===== config.mk =====
export PLATFORM = sky130hd
export DESIGN_NAME = key_and_scratch_qualifier_core_flat
export DESIGN_NICKNAME = d
export VERILOG_FILES = /design/src/design/kasq_pkg.sv /design/src/design/kasq_if.sv /design/src/design/kasq_slot_cell.sv /design/src/design/kasq_scratch.sv /design/src/design/key_and_scratch_qualifier_core.sv /design/src/flat_wrapper.sv
export VERILOG_INCLUDE_DIRS = /design/src /design/src/design
export SDC_FILE = /design/constraint.sdc
export NUM_CORES = 2
export LEC_CHECK = 0
export BUFFER_PORTS_ARGS = -buffer_cell sky130_fd_sc_hd__buf_2
export CAP_MARGIN = 20
export CORE_ASPECT_RATIO = 1.4
export CORE_MARGIN = 5
export CORE_UTILIZATION = 40
export DETAILED_ROUTE_END_ITERATION = 7
export PLACE_DENSITY = 0.66
export SYNTH_ARGS = -nofsm -noshare
export SYNTH_HDL_FRONTEND = slang
export SYNTH_SLANG_ARGS = --single-unit

===== constraint.sdc =====
create_clock -name clk -period 15.7 [get_ports clk]
set_input_delay 0 -clock clk [delete_from_list [all_inputs] [get_ports clk]]
set_output_delay 0 -clock clk [all_outputs]
set_load 0.01 [all_outputs]

===== src/design/assert_macros.svh =====
// ----------------------------------------------------------------------------
// Assertion macros
// Shared concurrent assertion forms, clocked on a rising edge and disabled
// while reset is high.
// ----------------------------------------------------------------------------
`ifndef ASSERT_MACROS_SVH
`define ASSERT_MACROS_SVH

// The consequent holds in the same cycle as the antecedent.
`define ASSERT_SAME(label, clk, rst, ante, cons) \
  label: assert property (@(posedge clk) disable iff (rst) (ante) |-> (cons)) \
    else $error("assertion failed: same-cycle implication");

// The consequent holds in the cycle after the antecedent.
`define ASSERT_NEXT(label, clk, rst, ante, cons) \
  label: assert property (@(posedge clk) disable iff (rst) (ante) |=> (cons)) \
    else $error("assertion failed: next-cycle implication");

`endif


===== src/design/kasq_pkg.sv =====
// ----------------------------------------------------------------------------
// Key and scratch qualifier package
// Field widths, register reset values, action and register codes, and the
// control structures passed between the slot cells and the scratch unit.
// ----------------------------------------------------------------------------
package kasq_pkg;

  // Payload field widths
  localparam int ACTION_BITS = 3;
  localparam int KEY_BITS    = 8;
  localparam int AXIS_BITS   = 16;
  localparam int SLOT_BITS   = 4;
  localparam int MASK_BITS   = 9;
  localparam int TOTAL_BITS  = 28;
  localparam int OUT_COUNT_BITS = 24;
  localparam int OUT_SLOTS   = 9;

  // Widest binding code that a slot may hold; comparisons run at this width.
  localparam int CMP_BITS = 16;

  // Scratch accumulator widths and limits
  localparam int SUM_BITS    = 24;
  localparam int FRAME_BITS  = 7;
  localparam int SCRATCH_SLOT = 7;

  // Configuration port
  localparam int CFG_INDEX_BITS = 2;
  localparam int CFG_DATA_BITS  = 16;
  localparam int THRESH_BITS    = 16;
  localparam int WINDOW_BITS    = 6;
  localparam int HALF_BITS      = 16;

  localparam logic [THRESH_BITS-1:0] THRESH_RESET = 16'd3000;
  localparam logic [WINDOW_BITS-1:0] WINDOW_RESET = 6'd4;
  localparam logic [HALF_BITS-1:0]   HALF_RESET   = 16'd32768;

  typedef enum logic [CFG_INDEX_BITS-1:0] {
    CFG_THRESHOLD = 2'd0,
    CFG_WINDOW    = 2'd1,
    CFG_WRAP_HALF = 2'd2,
    CFG_ENABLE    = 2'd3
  } kasq_cfg_t;

  typedef enum logic [ACTION_BITS-1:0] {
    ACT_KEY_DOWN = 3'd0,
    ACT_KEY_UP   = 3'd1,
    ACT_TICK     = 3'd2,
    ACT_BIND     = 3'd3,
    ACT_CLEAR    = 3'd4
  } kasq_action_t;

  // Command broadcast to every slot cell for one accepted item
  typedef struct packed {
    logic                go;
    kasq_action_t        action;
    logic [KEY_BITS-1:0] code;
  } kasq_cmd_t;

  // Scratch decision for the scratch slot
  typedef struct packed {
    logic fire;
    logic release_slot;
  } kasq_scratch_t;

endpackage


===== src/design/kasq_if.sv =====
// ----------------------------------------------------------------------------
// Key and scratch qualifier channels
// Valid/ready channels for input items and result items.
// ----------------------------------------------------------------------------
interface kasq_item_if;
  logic                                  valid;
  logic                                  ready;
  logic        [kasq_pkg::ACTION_BITS-1:0] action;
  logic        [kasq_pkg::KEY_BITS-1:0]    key_code;
  logic signed [kasq_pkg::AXIS_BITS-1:0]   axis_value;
  logic        [kasq_pkg::SLOT_BITS-1:0]   bind_slot;

  modport source (output valid, action, key_code, axis_value, bind_slot, input ready);
  modport sink   (input valid, action, key_code, axis_value, bind_slot, output ready);
endinterface

interface kasq_result_if;
  logic                                    valid;
  logic                                    ready;
  logic [kasq_pkg::MASK_BITS-1:0]          pressed_mask;
  logic                                    scratch_fired;
  logic [kasq_pkg::TOTAL_BITS-1:0]         total_count;
  logic [kasq_pkg::OUT_COUNT_BITS-1:0]     count_key_one;
  logic [kasq_pkg::OUT_COUNT_BITS-1:0]     count_key_two;
  logic [kasq_pkg::OUT_COUNT_BITS-1:0]     count_key_three;
  logic [kasq_pkg::OUT_COUNT_BITS-1:0]     count_key_four;
  logic [kasq_pkg::OUT_COUNT_BITS-1:0]     count_key_five;
  logic [kasq_pkg::OUT_COUNT_BITS-1:0]     count_key_six;
  logic [kasq_pkg::OUT_COUNT_BITS-1:0]     count_key_seven;
  logic [kasq_pkg::OUT_COUNT_BITS-1:0]     count_scratch_left;
  logic [kasq_pkg::OUT_COUNT_BITS-1:0]     count_scratch_right;

  modport source (output valid, pressed_mask, scratch_fired, total_count, count_key_one,
                  count_key_two, count_key_three, count_key_four, count_key_five,
                  count_key_six, count_key_seven, count_scratch_left,
                  count_scratch_right, input ready);
  modport sink   (input valid, pressed_mask, scratch_fired, total_count, count_key_one,
                  count_key_two, count_key_three, count_key_four, count_key_five,
                  count_key_six, count_key_seven, count_scratch_left,
                  count_scratch_right, output ready);
endinterface


===== src/design/kasq_slot_cell.sv =====
// ----------------------------------------------------------------------------
// Key slot cell
// Holds one slot's binding, pressed flag and saturating press count, and
// passes the running count of presses in this transfer on to its neighbour.
// ----------------------------------------------------------------------------
module kasq_slot_cell #(
  parameter int COUNT_BITS = 24,
  parameter int CODE_BITS  = 8,
  parameter int BUMP_BITS  = 4
) (
  input  logic                     clk,
  input  logic                     rst,
  input  kasq_pkg::kasq_cmd_t      cmd,
  input  logic                     bind_sel,
  input  kasq_pkg::kasq_scratch_t  scratch,
  input  logic [BUMP_BITS-1:0]     bump_in,
  output logic [BUMP_BITS-1:0]     bump_out,
  output logic                     pressed_next,
  output logic [COUNT_BITS-1:0]    count_next
);

  logic [CODE_BITS-1:0]  binding;
  logic [CODE_BITS-1:0]  binding_next;
  logic                  pressed;
  logic [COUNT_BITS-1:0] count;
  logic [kasq_pkg::CMP_BITS-1:0] code_wide;
  logic [kasq_pkg::CMP_BITS-1:0] binding_wide;
  logic                  match;
  logic                  press;
  logic                  bumped;

  // Compare the incoming code with the binding at a common width.
  assign code_wide    = kasq_pkg::CMP_BITS'(cmd.code);
  assign binding_wide = kasq_pkg::CMP_BITS'(binding);
  assign match        = (code_wide == binding_wide);

  // Decide the slot's next state for this transfer.
  always_comb begin
    binding_next = binding;
    pressed_next = pressed;
    count_next   = count;
    press        = 1'b0;
    if (cmd.go) begin
      case (cmd.action)
        kasq_pkg::ACT_KEY_DOWN: begin
          if (match && !pressed) begin
            press = 1'b1;
          end
        end
        kasq_pkg::ACT_KEY_UP: begin
          if (match) begin
            pressed_next = 1'b0;
          end
        end
        kasq_pkg::ACT_TICK: begin
          if (scratch.fire) begin
            press = 1'b1;
          end else if (scratch.release_slot) begin
            pressed_next = 1'b0;
          end
        end
        kasq_pkg::ACT_BIND: begin
          if (bind_sel) begin
            binding_next = code_wide[CODE_BITS-1:0];
          end
        end
        kasq_pkg::ACT_CLEAR: begin
          count_next = '0;
        end
        default: begin
        end
      endcase
    end
    bumped = press && (count != {COUNT_BITS{1'b1}});
    if (press) begin
      pressed_next = 1'b1;
    end
    if (bumped) begin
      count_next = count + COUNT_BITS'(1);
    end
  end

  // Running tally of counted presses along the row.
  assign bump_out = bump_in + BUMP_BITS'(bumped);

  always_ff @(posedge clk) begin
    if (rst) begin
      binding <= '0;
      pressed <= 1'b0;
      count   <= '0;
    end else begin
      binding <= binding_next;
      pressed <= pressed_next;
      count   <= count_next;
    end
  end

endmodule


===== src/design/kasq_scratch.sv =====
// ----------------------------------------------------------------------------
// Scratch detector
// Accumulates wrapped turntable motion over frame ticks and decides whether
// the scratch slot fires or releases within the frame window.
// ----------------------------------------------------------------------------
module kasq_scratch (
  input  logic                                   clk,
  input  logic                                   rst,
  input  logic                                   tick,
  input  logic signed [kasq_pkg::AXIS_BITS-1:0]  axis_value,
  input  logic [kasq_pkg::THRESH_BITS-1:0]       scratch_threshold,
  input  logic [kasq_pkg::WINDOW_BITS-1:0]       frame_window,
  input  logic [kasq_pkg::HALF_BITS-1:0]         wrap_half,
  input  logic                                   slot_pressed,
  output kasq_pkg::kasq_scratch_t                scratch
);

  localparam int DW = kasq_pkg::AXIS_BITS + 3;
  localparam int SW = kasq_pkg::SUM_BITS;
  localparam int FW = kasq_pkg::FRAME_BITS;

  logic        [SW-1:0]                  motion_sum;
  logic        [FW-1:0]                  frames_seen;
  logic signed [kasq_pkg::AXIS_BITS-1:0] last_axis;

  logic signed [DW-1:0] diff;
  logic signed [DW-1:0] half_s;
  logic signed [DW-1:0] wrapped;
  logic        [DW-1:0] mag;
  logic        [SW:0]   sum_wide;
  logic        [SW-1:0] sum_sat;
  logic        [FW-1:0] frames_inc;
  logic                 fire;
  logic                 release_slot;

  // Axis change, wrapped into one span around zero.
  always_comb begin
    diff   = DW'(axis_value) - DW'(last_axis);
    half_s = DW'(wrap_half);
    if (diff > (half_s - DW'(1))) begin
      wrapped = diff - (half_s <<< 1);
    end else if (diff < -half_s) begin
      wrapped = diff + (half_s <<< 1);
    end else begin
      wrapped = diff;
    end
    mag = (wrapped < 0) ? DW'(-wrapped) : DW'(wrapped);
  end

  // Saturating motion sum and frame count.
  assign sum_wide   = (SW + 1)'(motion_sum) + (SW + 1)'(mag);
  assign sum_sat    = sum_wide[SW] ? {SW{1'b1}} : sum_wide[SW-1:0];
  assign frames_inc = (frames_seen == {FW{1'b1}}) ? frames_seen : frames_seen + FW'(1);

  // Fire when the threshold is reached inside the window and the slot is not held; release past it.
  assign fire = (sum_sat >= SW'(scratch_threshold)) &&
                (frames_inc <= FW'(frame_window)) && !slot_pressed;
  assign release_slot = !fire && (frames_inc > FW'(frame_window));

  assign scratch.fire         = tick && fire;
  assign scratch.release_slot = tick && release_slot;

  always_ff @(posedge clk) begin
    if (rst) begin
      motion_sum  <= '0;
      frames_seen <= '0;
      last_axis   <= '0;
    end else if (tick) begin
      last_axis <= axis_value;
      if (fire || release_slot) begin
        motion_sum  <= '0;
        frames_seen <= '0;
      end else begin
        motion_sum  <= sum_sat;
        frames_seen <= frames_inc;
      end
    end
  end

endmodule


===== src/design/key_and_scratch_qualifier_core.sv =====
// ----------------------------------------------------------------------------
// Key and scratch qualifier core
// A result is offered in the cycle after its item is transferred.
// Throughput: one item per cycle unless the result receiver stalls; the row
// of slot cells and the scratch accumulator settle each item as it transfers.
// Reset clears bindings, pressed flags, counts, the scratch accumulator and
// the result valid flag, and loads the configuration register defaults.
// ----------------------------------------------------------------------------
`include "assert_macros.svh"

module key_and_scratch_qualifier_core #(
  parameter int NUM_SLOTS  = 9,
  parameter int COUNT_BITS = 24,
  parameter int CODE_BITS  = 8
) (
  input  logic                                 clk,
  input  logic                                 rst,
  input  logic                                 cfg_we,
  input  logic [kasq_pkg::CFG_INDEX_BITS-1:0]  cfg_index,
  input  logic [kasq_pkg::CFG_DATA_BITS-1:0]   cfg_data,
  kasq_item_if.sink                            item,
  kasq_result_if.source                        result
);

  localparam int BUMP_BITS = $clog2(NUM_SLOTS + 1);
  localparam int OUTS      = kasq_pkg::OUT_SLOTS;
  localparam int OCB       = kasq_pkg::OUT_COUNT_BITS;

  // Configuration registers
  logic [kasq_pkg::THRESH_BITS-1:0] scratch_threshold;
  logic [kasq_pkg::WINDOW_BITS-1:0] frame_window;
  logic [kasq_pkg::HALF_BITS-1:0]   wrap_half;
  logic                             scratch_enable;

  logic                    go;
  kasq_pkg::kasq_cmd_t     cmd;
  kasq_pkg::kasq_scratch_t scratch;
  logic                    tick;
  logic                    scratch_slot_q;

  logic [BUMP_BITS-1:0]    bump_chain [NUM_SLOTS+1];
  logic                    pressed_next [NUM_SLOTS];
  logic [COUNT_BITS-1:0]   count_next [NUM_SLOTS];
  logic [OUTS-1:0]         mask_next;
  logic [OCB-1:0]          out_count_next [OUTS];

  logic [kasq_pkg::TOTAL_BITS-1:0] total;
  logic [kasq_pkg::TOTAL_BITS-1:0] total_next;

  // Output register
  logic                            out_valid;
  logic [kasq_pkg::MASK_BITS-1:0]  out_mask;
  logic                            out_fired;
  logic [kasq_pkg::TOTAL_BITS-1:0] out_total;
  logic [OCB-1:0]                  out_count [OUTS];

  // Configuration writes
  always_ff @(posedge clk) begin
    if (rst) begin
      scratch_threshold <= kasq_pkg::THRESH_RESET;
      frame_window      <= kasq_pkg::WINDOW_RESET;
      wrap_half         <= kasq_pkg::HALF_RESET;
      scratch_enable    <= 1'b0;
    end else if (cfg_we) begin
      case (kasq_pkg::kasq_cfg_t'(cfg_index))
        kasq_pkg::CFG_THRESHOLD: scratch_threshold <= cfg_data[kasq_pkg::THRESH_BITS-1:0];
        kasq_pkg::CFG_WINDOW:    frame_window      <= cfg_data[kasq_pkg::WINDOW_BITS-1:0];
        kasq_pkg::CFG_WRAP_HALF: wrap_half         <= cfg_data[kasq_pkg::HALF_BITS-1:0];
        kasq_pkg::CFG_ENABLE:    scratch_enable    <= cfg_data[0];
        default: begin
        end
      endcase
    end
  end

  // Transfer control: the output register frees itself when it is taken.
  assign item.ready = !out_valid || result.ready;
  assign go         = item.valid && item.ready;

  assign cmd.go     = go;
  assign cmd.action = kasq_pkg::kasq_action_t'(item.action);
  assign cmd.code   = item.key_code;

  assign tick = go && (cmd.action == kasq_pkg::ACT_TICK) && scratch_enable;

  // Registered pressed flag of the scratch slot, kept alongside the cell.
  // Without a scratch slot the detector sees it as held, so it never fires.
  generate
    if (kasq_pkg::SCRATCH_SLOT < NUM_SLOTS) begin : g_has_scratch
      always_ff @(posedge clk) begin
        if (rst) begin
          scratch_slot_q <= 1'b0;
        end else begin
          scratch_slot_q <= pressed_next[kasq_pkg::SCRATCH_SLOT];
        end
      end
    end else begin : g_no_scratch
      assign scratch_slot_q = 1'b1;
    end
  endgenerate

  kasq_scratch u_scratch (
    .clk               (clk),
    .rst               (rst),
    .tick              (tick),
    .axis_value        (item.axis_value),
    .scratch_threshold (scratch_threshold),
    .frame_window      (frame_window),
    .wrap_half         (wrap_half),
    .slot_pressed      (scratch_slot_q),
    .scratch           (scratch)
  );

  // Row of slot cells with the press tally rippling from cell to cell.
  assign bump_chain[0] = '0;

  generate
    for (genvar i = 0; i < NUM_SLOTS; i++) begin : g_cell
      kasq_pkg::kasq_scratch_t cell_scratch;
      logic                    bind_sel;

      if (i == kasq_pkg::SCRATCH_SLOT) begin : g_scr
        assign cell_scratch = scratch;
      end else begin : g_key
        assign cell_scratch = '0;
      end

      assign bind_sel = (item.bind_slot == kasq_pkg::SLOT_BITS'(i));

      kasq_slot_cell #(
        .COUNT_BITS (COUNT_BITS),
        .CODE_BITS  (CODE_BITS),
        .BUMP_BITS  (BUMP_BITS)
      ) u_cell (
        .clk          (clk),
        .rst          (rst),
        .cmd          (cmd),
        .bind_sel     (bind_sel),
        .scratch      (cell_scratch),
        .bump_in      (bump_chain[i]),
        .bump_out     (bump_chain[i+1]),
        .pressed_next (pressed_next[i]),
        .count_next   (count_next[i])
      );
    end
  endgenerate

  // Result fields for the fixed number of output slots.
  generate
    for (genvar i = 0; i < OUTS; i++) begin : g_out
      if (i < NUM_SLOTS) begin : g_live
        logic [31:0] count_wide;
        assign count_wide        = 32'(count_next[i]);
        assign out_count_next[i] = count_wide[OCB-1:0];
        assign mask_next[i]      = pressed_next[i];
      end else begin : g_absent
        assign out_count_next[i] = '0;
        assign mask_next[i]      = 1'b0;
      end
    end
  endgenerate

  // The total follows the counts: it clears with them and adds each counted press.
  always_comb begin
    total_next = total;
    if (go && (cmd.action == kasq_pkg::ACT_CLEAR)) begin
      total_next = '0;
    end else begin
      total_next = total + kasq_pkg::TOTAL_BITS'(bump_chain[NUM_SLOTS]);
    end
  end

  always_ff @(posedge clk) begin
    if (rst) begin
      total <= '0;
    end else begin
      total <= total_next;
    end
  end

  // Output register: loaded on every input transfer.
  always_ff @(posedge clk) begin
    if (rst) begin
      out_valid <= 1'b0;
    end else if (go) begin
      out_valid <= 1'b1;
    end else if (result.ready) begin
      out_valid <= 1'b0;
    end
  end

  always_ff @(posedge clk) begin
    if (go) begin
      out_mask  <= mask_next;
      out_fired <= scratch.fire;
      out_total <= total_next;
      for (int i = 0; i < OUTS; i++) begin
        out_count[i] <= out_count_next[i];
      end
    end
  end

  assign result.valid               = out_valid;
  assign result.pressed_mask        = out_mask;
  assign result.scratch_fired       = out_fired;
  assign result.total_count         = out_total;
  assign result.count_key_one       = out_count[0];
  assign result.count_key_two       = out_count[1];
  assign result.count_key_three     = out_count[2];
  assign result.count_key_four      = out_count[3];
  assign result.count_key_five      = out_count[4];
  assign result.count_key_six       = out_count[5];
  assign result.count_key_seven     = out_count[6];
  assign result.count_scratch_left  = out_count[7];
  assign result.count_scratch_right = out_count[8];

  // Checks on the qualifier's own logic.
  `ASSERT_SAME(a_fire_presses, clk, rst, result.valid && result.scratch_fired,
    result.pressed_mask[kasq_pkg::SCRATCH_SLOT])
  `ASSERT_SAME(a_fire_xor_release, clk, rst, 1'b1, !(scratch.fire && scratch.release_slot))
  `ASSERT_SAME(a_stall_blocks_input, clk, rst, out_valid && !result.ready, !item.ready)
  `ASSERT_NEXT(a_clear_total, clk, rst, go && (cmd.action == kasq_pkg::ACT_CLEAR),
    result.valid && (result.total_count == '0))

endmodule


===== src/flat_wrapper.sv =====
// flat-port wrapper written by rule: the top's interface ports become plain ports
module key_and_scratch_qualifier_core_flat 
#(
  parameter int NUM_SLOTS  = 9,
  parameter int COUNT_BITS = 24,
  parameter int CODE_BITS  = 8
)
  (clk, rst, cfg_we, cfg_index, cfg_data, item_valid, item_action, item_key_code, item_axis_value, item_bind_slot, item_ready, result_valid, result_pressed_mask, result_scratch_fired, result_total_count, result_count_key_one, result_count_key_two, result_count_key_three, result_count_key_four, result_count_key_five, result_count_key_six, result_count_key_seven, result_count_scratch_left, result_count_scratch_right, result_ready);
  kasq_item_if item_i ();
  kasq_result_if result_i ();
  input  logic clk;
  input  logic rst;
  input  logic cfg_we;
  input  logic [kasq_pkg::CFG_INDEX_BITS-1:0] cfg_index;
  input  logic [kasq_pkg::CFG_DATA_BITS-1:0] cfg_data;
  input wire logic [$bits(item_i.valid)-1:0] item_valid;
  input wire logic [$bits(item_i.action)-1:0] item_action;
  input wire logic [$bits(item_i.key_code)-1:0] item_key_code;
  input wire logic [$bits(item_i.axis_value)-1:0] item_axis_value;
  input wire logic [$bits(item_i.bind_slot)-1:0] item_bind_slot;
  output wire logic [$bits(item_i.ready)-1:0] item_ready;
  output wire logic [$bits(result_i.valid)-1:0] result_valid;
  output wire logic [$bits(result_i.pressed_mask)-1:0] result_pressed_mask;
  output wire logic [$bits(result_i.scratch_fired)-1:0] result_scratch_fired;
  output wire logic [$bits(result_i.total_count)-1:0] result_total_count;
  output wire logic [$bits(result_i.count_key_one)-1:0] result_count_key_one;
  output wire logic [$bits(result_i.count_key_two)-1:0] result_count_key_two;
  output wire logic [$bits(result_i.count_key_three)-1:0] result_count_key_three;
  output wire logic [$bits(result_i.count_key_four)-1:0] result_count_key_four;
  output wire logic [$bits(result_i.count_key_five)-1:0] result_count_key_five;
  output wire logic [$bits(result_i.count_key_six)-1:0] result_count_key_six;
  output wire logic [$bits(result_i.count_key_seven)-1:0] result_count_key_seven;
  output wire logic [$bits(result_i.count_scratch_left)-1:0] result_count_scratch_left;
  output wire logic [$bits(result_i.count_scratch_right)-1:0] result_count_scratch_right;
  input wire logic [$bits(result_i.ready)-1:0] result_ready;
  assign item_i.valid = item_valid;
  assign item_i.action = item_action;
  assign item_i.key_code = item_key_code;
  assign item_i.axis_value = item_axis_value;
  assign item_i.bind_slot = item_bind_slot;
  assign item_ready = item_i.ready;
  assign result_valid = result_i.valid;
  assign result_pressed_mask = result_i.pressed_mask;
  assign result_scratch_fired = result_i.scratch_fired;
  assign result_total_count = result_i.total_count;
  assign result_count_key_one = result_i.count_key_one;
  assign result_count_key_two = result_i.count_key_two;
  assign result_count_key_three = result_i.count_key_three;
  assign result_count_key_four = result_i.count_key_four;
  assign result_count_key_five = result_i.count_key_five;
  assign result_count_key_six = result_i.count_key_six;
  assign result_count_key_seven = result_i.count_key_seven;
  assign result_count_scratch_left = result_i.count_scratch_left;
  assign result_count_scratch_right = result_i.count_scratch_right;
  assign result_i.ready = result_ready;
  key_and_scratch_qualifier_core #(.NUM_SLOTS(NUM_SLOTS), .COUNT_BITS(COUNT_BITS), .CODE_BITS(CODE_BITS)) u_core (.clk(clk), .rst(rst), .cfg_we(cfg_we), .cfg_index(cfg_index), .cfg_data(cfg_data), .item(item_i), .result(result_i));
endmodule

# == Word-level counts from Yosys, hierarchy flattened ==
# Memories as Yosys holds them, arrays and structs flattened.
# Index checks and enable logic that the tools add are counted.
# op_classes
addsub,26
n_lt_le_gt_ge,6
eq_ne,34
muxes,105
reduce_logical,57
# ops
operator,count
two-way mux 24 bit,29
"adder 24 x 1 -> 24 bit, second input constant",9
"inequality test 24 bit, second input constant",9
== test 8 bit,9
two-way mux 1 bit,68
two-way mux 19 bit,3
adder 28 x 4 -> 28 bit,1
adder 4 x 1 -> 4 bit,7
two-way mux 28 bit,1
logical AND 1 bit,27
AND reduction 3 bit,9
adder 24 x 19 -> 25 bit,1
>= comparator 24 x 16 -> 1 bit,1
adder 17 x 18 -> 19 bit,1
< comparator 17 x 19 -> 1 bit,1
"< comparator 19 x 1 -> 1 bit, second input constant",1
negator 16 -> 19 bit,1
negator 19 bit,1
subtractor 17 x 18 -> 19 bit,1
greater-than comparator 17 bit,1
"subtractor 16 x 1 -> 17 bit, second input constant",1
subtractor 16 x 16 -> 17 bit,1
"== test 4 x 3 -> 1 bit, second input constant",4
two-way mux 7 bit,2
21 further kinds,39
# totals
register_bits,450
ramBits,216
input_bits,54
out_inout_bits,256
wordCells,268
n_memories,1
# mem_list
memory,depth,width,rd,rd_ports_with_merged_regs,write_ports,line,rtl
u_core.out_count,9,24,9,0,9,key_and_scratch_qualifier_core.sv:55,logic [OCB-1:0] out_count [OUTS];

# == Depth between registers and ports, before layout ==
# depth
depth_word,20
depth_mapped,73
ltp_nobuf,67

# == Cells and area by module ==
# A second synthesis with hierarchy kept.
# unflattened
cells_unflattened,4103
area_unflattened_um2,37771.2
# by_module_without_submodules
module,instances,cells_per_inst,area_per_inst_um2,seq_area_each_um2
kasq_slot_cell at u_core.g_cell[0].u_cell ...,5,285,2243.4,660.6
key_and_scratch_qualifier_core,1,656,10903.0,9008.6
kasq_slot_cell at u_core.g_cell[5].u_cell ...,4,252,1968.1,660.6
kasq_scratch,1,1014,7778.7,940.9

# == Least setup slack after synthesis ==
# No wires, ideal clock.
# synth_timing
path_type,register -> register
from,register u_core.u_scratch.last_axis[1] (netlist name)
to,"register u_core.out_total, in the netlist u_core.result.total_count[16], data pin"
setup_time_ns,0.266
t_arrival_ns,13.698
t_required_ns,15.434
slack_ns,1.736
stages_incl_launch_ff,73
path_buffers,6
period_less_slack_ns,13.964
cell_sequence,dfxtp_1 -> inv_1 -> ha_1 -> nor2b_1 -> o21ai_0 -> a21oi_1 -> o211ai_1 -> a21boi_0 -> o31a_1 -> o41ai_1 -> o21ai_0 -> a21oi_1 -> xnor2_1 -> ha_1 -> or2b_2 -> or3_2 -> or2_2 -> o31ai_1 -> [... 37 more ...] -> inv_1 -> fa_1 -> inv_1 -> fa_1 -> fa_1 -> inv_1 -> ha_1 -> fa_1 -> inv_1 -> fa_1 -> nor2b_1 -> o21ai_0 -> nand2b_1 -> nand2b_1 -> nor2_1 -> nand4_1 -> xor2_1 -> nor2_1
# synth_via
elab_chain_len,20
word_cells_on_any_way,24
classes_between,add/sub: 8; order compare: 4; mux: 8; reduce/logical: 4
# synth_lines
element,line,rtl
from (decl),kasq_scratch.sv:24,logic signed [kasq_pkg::AXIS_BITS-1:0] last_axis;
from (signal assigned),kasq_scratch.sv:69,last_axis <= axis_value;
subtractor 16 x 16 -> 17 bit (*),kasq_scratch.sv:38,diff = DW'(axis_value) - DW'(last_axis);
adder 17 x 18 -> 19 bit / < comparator 17 x 19 -> 1 bit (equally long branches),"kasq_scratch.sv:43, kasq_scratch.sv:42",
two-way mux 19 bit,kasq_scratch.sv:42,end else if (diff < -half_s) begin
two-way mux 19 bit (*),kasq_scratch.sv:40,if (diff > (half_s - DW'(1))) begin
negator 19 bit / < comparator 19 x 1 -> 1 bit (equally long branches),kasq_scratch.sv:47,mag = (wrapped < 0) ? DW'(-wrapped) : DW'(wrapped);
two-way mux 19 bit (*),kasq_scratch.sv:47,
adder 24 x 19 -> 25 bit (*),kasq_scratch.sv:51,assign sum_wide = (SW + 1)'(motion_sum) + (SW + 1)'(mag);
two-way mux 24 bit (*),kasq_scratch.sv:52,assign sum_sat = sum_wide[SW] ? {SW{1'b1}} : sum_wide[SW-1:0];
[... 4 more ...],--,
two-way mux 1 bit (*),kasq_slot_cell.sv:56,if (scratch.fire) begin
one-hot mux 1 bit (2 select lines) (*),kasq_slot_cell.sv:44,case (cmd.action)
two-way mux 1 bit (*),kasq_slot_cell.sv:43,if (cmd.go) begin
logical AND 1 bit (*),kasq_slot_cell.sv:74,bumped = press && (count != {COUNT_BITS{1'b1}});
adder 4 x 1 -> 4 bit (*) (2 in a row),kasq_slot_cell.sv:84,assign bump_out = bump_in + BUMP_BITS'(bumped);
adder 28 x 4 -> 28 bit (*),key_and_scratch_qualifier_core.sv:169,total_next = total + kasq_pkg::TOTAL_BITS'(bump_chain[NUM_SLOTS]);
two-way mux 28 bit (*),key_and_scratch_qualifier_core.sv:166,if (go && (cmd.action == kasq_pkg::ACT_CLEAR)) begin
via u_core.total_next (one bit),key_and_scratch_qualifier_core.sv:48,logic [kasq_pkg::TOTAL_BITS-1:0] total_next;
to (signal assigned),key_and_scratch_qualifier_core.sv:196,out_total <= total_next;
to (decl),key_and_scratch_qualifier_core.sv:54,logic [kasq_pkg::TOTAL_BITS-1:0] out_total;
# Mark *: on every way through the listed nets, which the timed path passes. The rest lies on a longest branch.
# A chain may end at the register's enable or synchronous reset.

# == Final worst setup path ==
# layout_timing
from,register u_core.u_scratch.last_axis[1] (netlist name)
to,"register u_core.out_total, in the netlist u_core.result.total_count[20], data pin"
# The elaborated chain is that of the path after synthesis.

==> run metrics <==
clk_lat worst skew=0.62 ns; root buffer cell=clkbuf_16; Die Height=350.4 microns; clock-pin slew on the worst setup and hold paths=0.06 ns; kind of critical path=reg -> reg; RePlAce Congestion=0.9200; global-route wire length before repair=140200 microns; Synth top area share=24.92%; Port Buf Inserts=309; synth unique cells=100; cell with the most instances after synthesis=dfxtp_1; sequential power share=40.6%; CP startpoint kind=flip-flop; CTS tree=done; number of synthesized flops with an enable pin=254; Synth Net Count=3695; vias in the first global route=25.81k; Seq cells post-synth=666; leading post-synthesis cells by cell area=dfxtp_1 25%, edfxtp_1 23%, ha_1 5.4%; via count=26.31k; sequential share of the synthesized area=47.96%; Sw Share=28.41%; CTS sink count=666; worst clock skew=0.03706 ns; Antenna Violating Nets Remaining=0; Max Fclk=68.22 MHz; r2r worst-path depth=68; Vias per Instance=5.300; Pint=0.003251 W; Lkg Pwr=15.64 nW; CP Depth=68; HP Class=in -> reg; setup violators final=0; crit-path max cell delay=0.54 ns; Tcrit/Tclk final=93.36%; Row Count=124; synthesized instance count=3489; core area=81920 sq um; Mapped Area=33100 sq um; Non-Filler Instances=4964; layout cell share with drive strength beyond 1=13.97%; Rel. slew slack=28.86%; average size of a mapped cell=9.488 sq um; CP delay by family, top=compound AO/OA/AOI/OAI gates; Worst EP required=16.04 ns; pin count of the biggest net entering global routing=176; dpl cells=4747; Residual DRC=0; TritonRoute pass-1 iters=7; commonest cells in the netlist=412 x dfxtp_1, 362 x nand2_1, 340 x nor2_1, 254 x edfxtp_1, 200 x nand3_1; I/O pin cnt=310; Final Hold Fails=0; Final min period=14.66 ns; Starting Density=40.41%; Crit path buffers/inverters=8; clock buffer depth=3; max cap viols=0; Global Route Usage Sum=19.55%; initial drt markers=1325; chip width=253.1 microns; Crit Path Max Fanout=8; H-tree depth=3; Final Util=47.73%; Area Growth Syn to Fin=18.12%; transition time of the tightest slew-check pin=1.067 ns; crit path DAT=15.00 ns; sequential cell area=15880 sq um; Worst path slowest cell=fa_1; combinational group share of total power=19.8%; cell taking the most area after synthesis=dfxtp_1; Multi-input gate area=16140 sq um; placed wire-length estimate=64850 microns; P_sw=0.001290 W; WL per Instance=18.07 microns; total grt overflow=0; Fill cells=7648; CP endpoint kind=flip-flop; Max IR drop VDD=0.00009297 V; total die area=88690 sq um; Slew Viols, Final=0; Worst Hold Depth=4; drt total wl=89700 microns; PD cells=116.1 nW/um^2; # nets final=4038; Synth Warn #=0; initial antenna violation count=7; Clock Power Share=39.6%; Power, Total=0.004541 W; status=finished clean; Synth async-reset ratio=0%; ys flop type=dfxtp_1; TritonCTS buffer count=69
[cell families after synthesis]
family / share of synthesized area [%]
flops: 47.96
simple gates: 21.99
xor+xnor: 5.681
buf+inv: 3.602
fa+ha+maj: 6.002
compound gates: 11.42
mux: 3.349
[metal layers]
layer	routed length (microns)	GRT usage (%)	up-vias	part of all wire [%]
li1	-	-	13040	-
met4	3399	7.285	4	3.8
met2	45390	35.72	612	51
met3	4874	3.262	166	5.4
met1	36010	22.93	12490	40
met5	27	0	-	0.030
[power by group through the flow]
stage / combinational [W] / sequential [W] / clock, W
finish: 0.000898 / 0.00185 / 0.00180
global placement: 0.000861 / 0.00188 / 0
global route: 0.000985 / 0.00185 / 0.00191
detailed placement: 0.000864 / 0.00188 / 0
CTS: 0.000881 / 0.00185 / 0.00184
floorplan: 0.000621 / 0.00190 / 0
[cells in the final DEF (no fill, tap or decap), types with 11 or more instances in the layout]
master and n:
dfxtp_1 412, nand2_1 362, nor2_1 337, buf_2 308, edfxtp_1 254, nand3_1 198
and2_1 192, o21ai_0 147, inv_1 145, ha_1 142, a21oi_1 128, xor2_1 127
mux2i_1 106, nor3_1 101, dlygate4sd3_1 80, xnor2_1 79, clkbuf_16 72, o211ai_1 68
o31ai_1 55, nand4_1 54, and3_1 46, nor4_1 35, buf_4 35, a21o_1 31
a22oi_1 26, nand2b_1 22, or3_1 22, nor2b_1 21, a31oi_1 17, or2_2 16
o21a_1 13, o21bai_1 13, and4_1 12, bufinv_16 11, clkbuf_8 11
[registers in the layout, summed over array words and instances (netlist names)]
| name | count |
|---|---|
| u_core.out_count | 216 |
| u_core.g_cell.u_cell.binding | 72 |
| u_core.result.pressed_mask | 9 |
| u_core.scratch_enable | 1 |
| u_core.u_scratch.motion_sum | 24 |
| u_core.result.total_count | 28 |
| u_core.scratch_threshold | 16 |
| u_core.u_scratch.last_axis | 16 |
| u_core.result.valid | 1 |
| u_core.result.scratch_fired | 1 |
| u_core.g_cell.u_cell.count | 216 |
| u_core.frame_window | 6 |
| u_core.u_scratch.frames_seen | 7 |
| u_core.wrap_half | 16 |
| u_core.g_cell.u_cell.pressed | 9 |
| u_core.total | 28 |
[layout make-up]
class                      instances  area share [%]
antenna                            5         0.03200
sequential                       666           40.60
clock inverter                    36           1.405
inverter                         146           1.408
multi-input combinational       2523           41.28
timing repair buffer             426           6.780
clock buffer                      91           5.072
tap                             1071           3.427
[worst reg2reg max path: cells and delay by family, from the launching register on]
| kind | cells | cell delay (ns) |
|---|---|---|
| AO/OA/AOI/OAI | 26 | 5.13 |
| adder cells (fa/ha/maj) | 10 | 3.88 |
| AND/OR/NAND/NOR | 21 | 3.51 |
| buffers and inverters | 8 | 0.91 |
| XOR/XNOR | 3 | 0.54 |
| flip-flops | 1 | 0.39 |
[worst paths after layout]
check                                start                               to  slack [ns]
max          u_core.u_scratch.last_axis[1]    u_core.result.total_count[20]        1.04
min                         item_action[1]  u_core.g_cell[7].u_cell.pressed        0.04
max reg2reg  u_core.u_scratch.last_axis[1]    u_core.result.total_count[20]        1.04
min reg2reg   u_core.scratch_threshold[14]     u_core.scratch_threshold[14]        0.46
[timing repair]
action / 4_1_cts / 5_1_grt
endpoints found under the setup margin: 0 / 53
endpoints found under the hold margin: 148 / 0
hold buffers: 80 / 0
buffers inserted: 0 / 5
gates resized for setup: 0 / 14
[stage by stage]
step | TNS, ns | setup slack (ns) | hold WS, ns | area (sq um)
finish | 0 | 1.042 | 0.03729 | 39100
global route | -0.1951 | -0.03976 | 0.04736 | 39090
CTS | 0 | 0.2412 | 0.001396 | 38980
detailed placement | 0 | 0.2762 | 0.2578 | 35650
global placement | 0 | 0.5301 | 0.2520 | 35640
floorplan | 0 | 1.736 | 0.1295 | 33100
No activity file was read; power rests on OpenSTA's default activity.
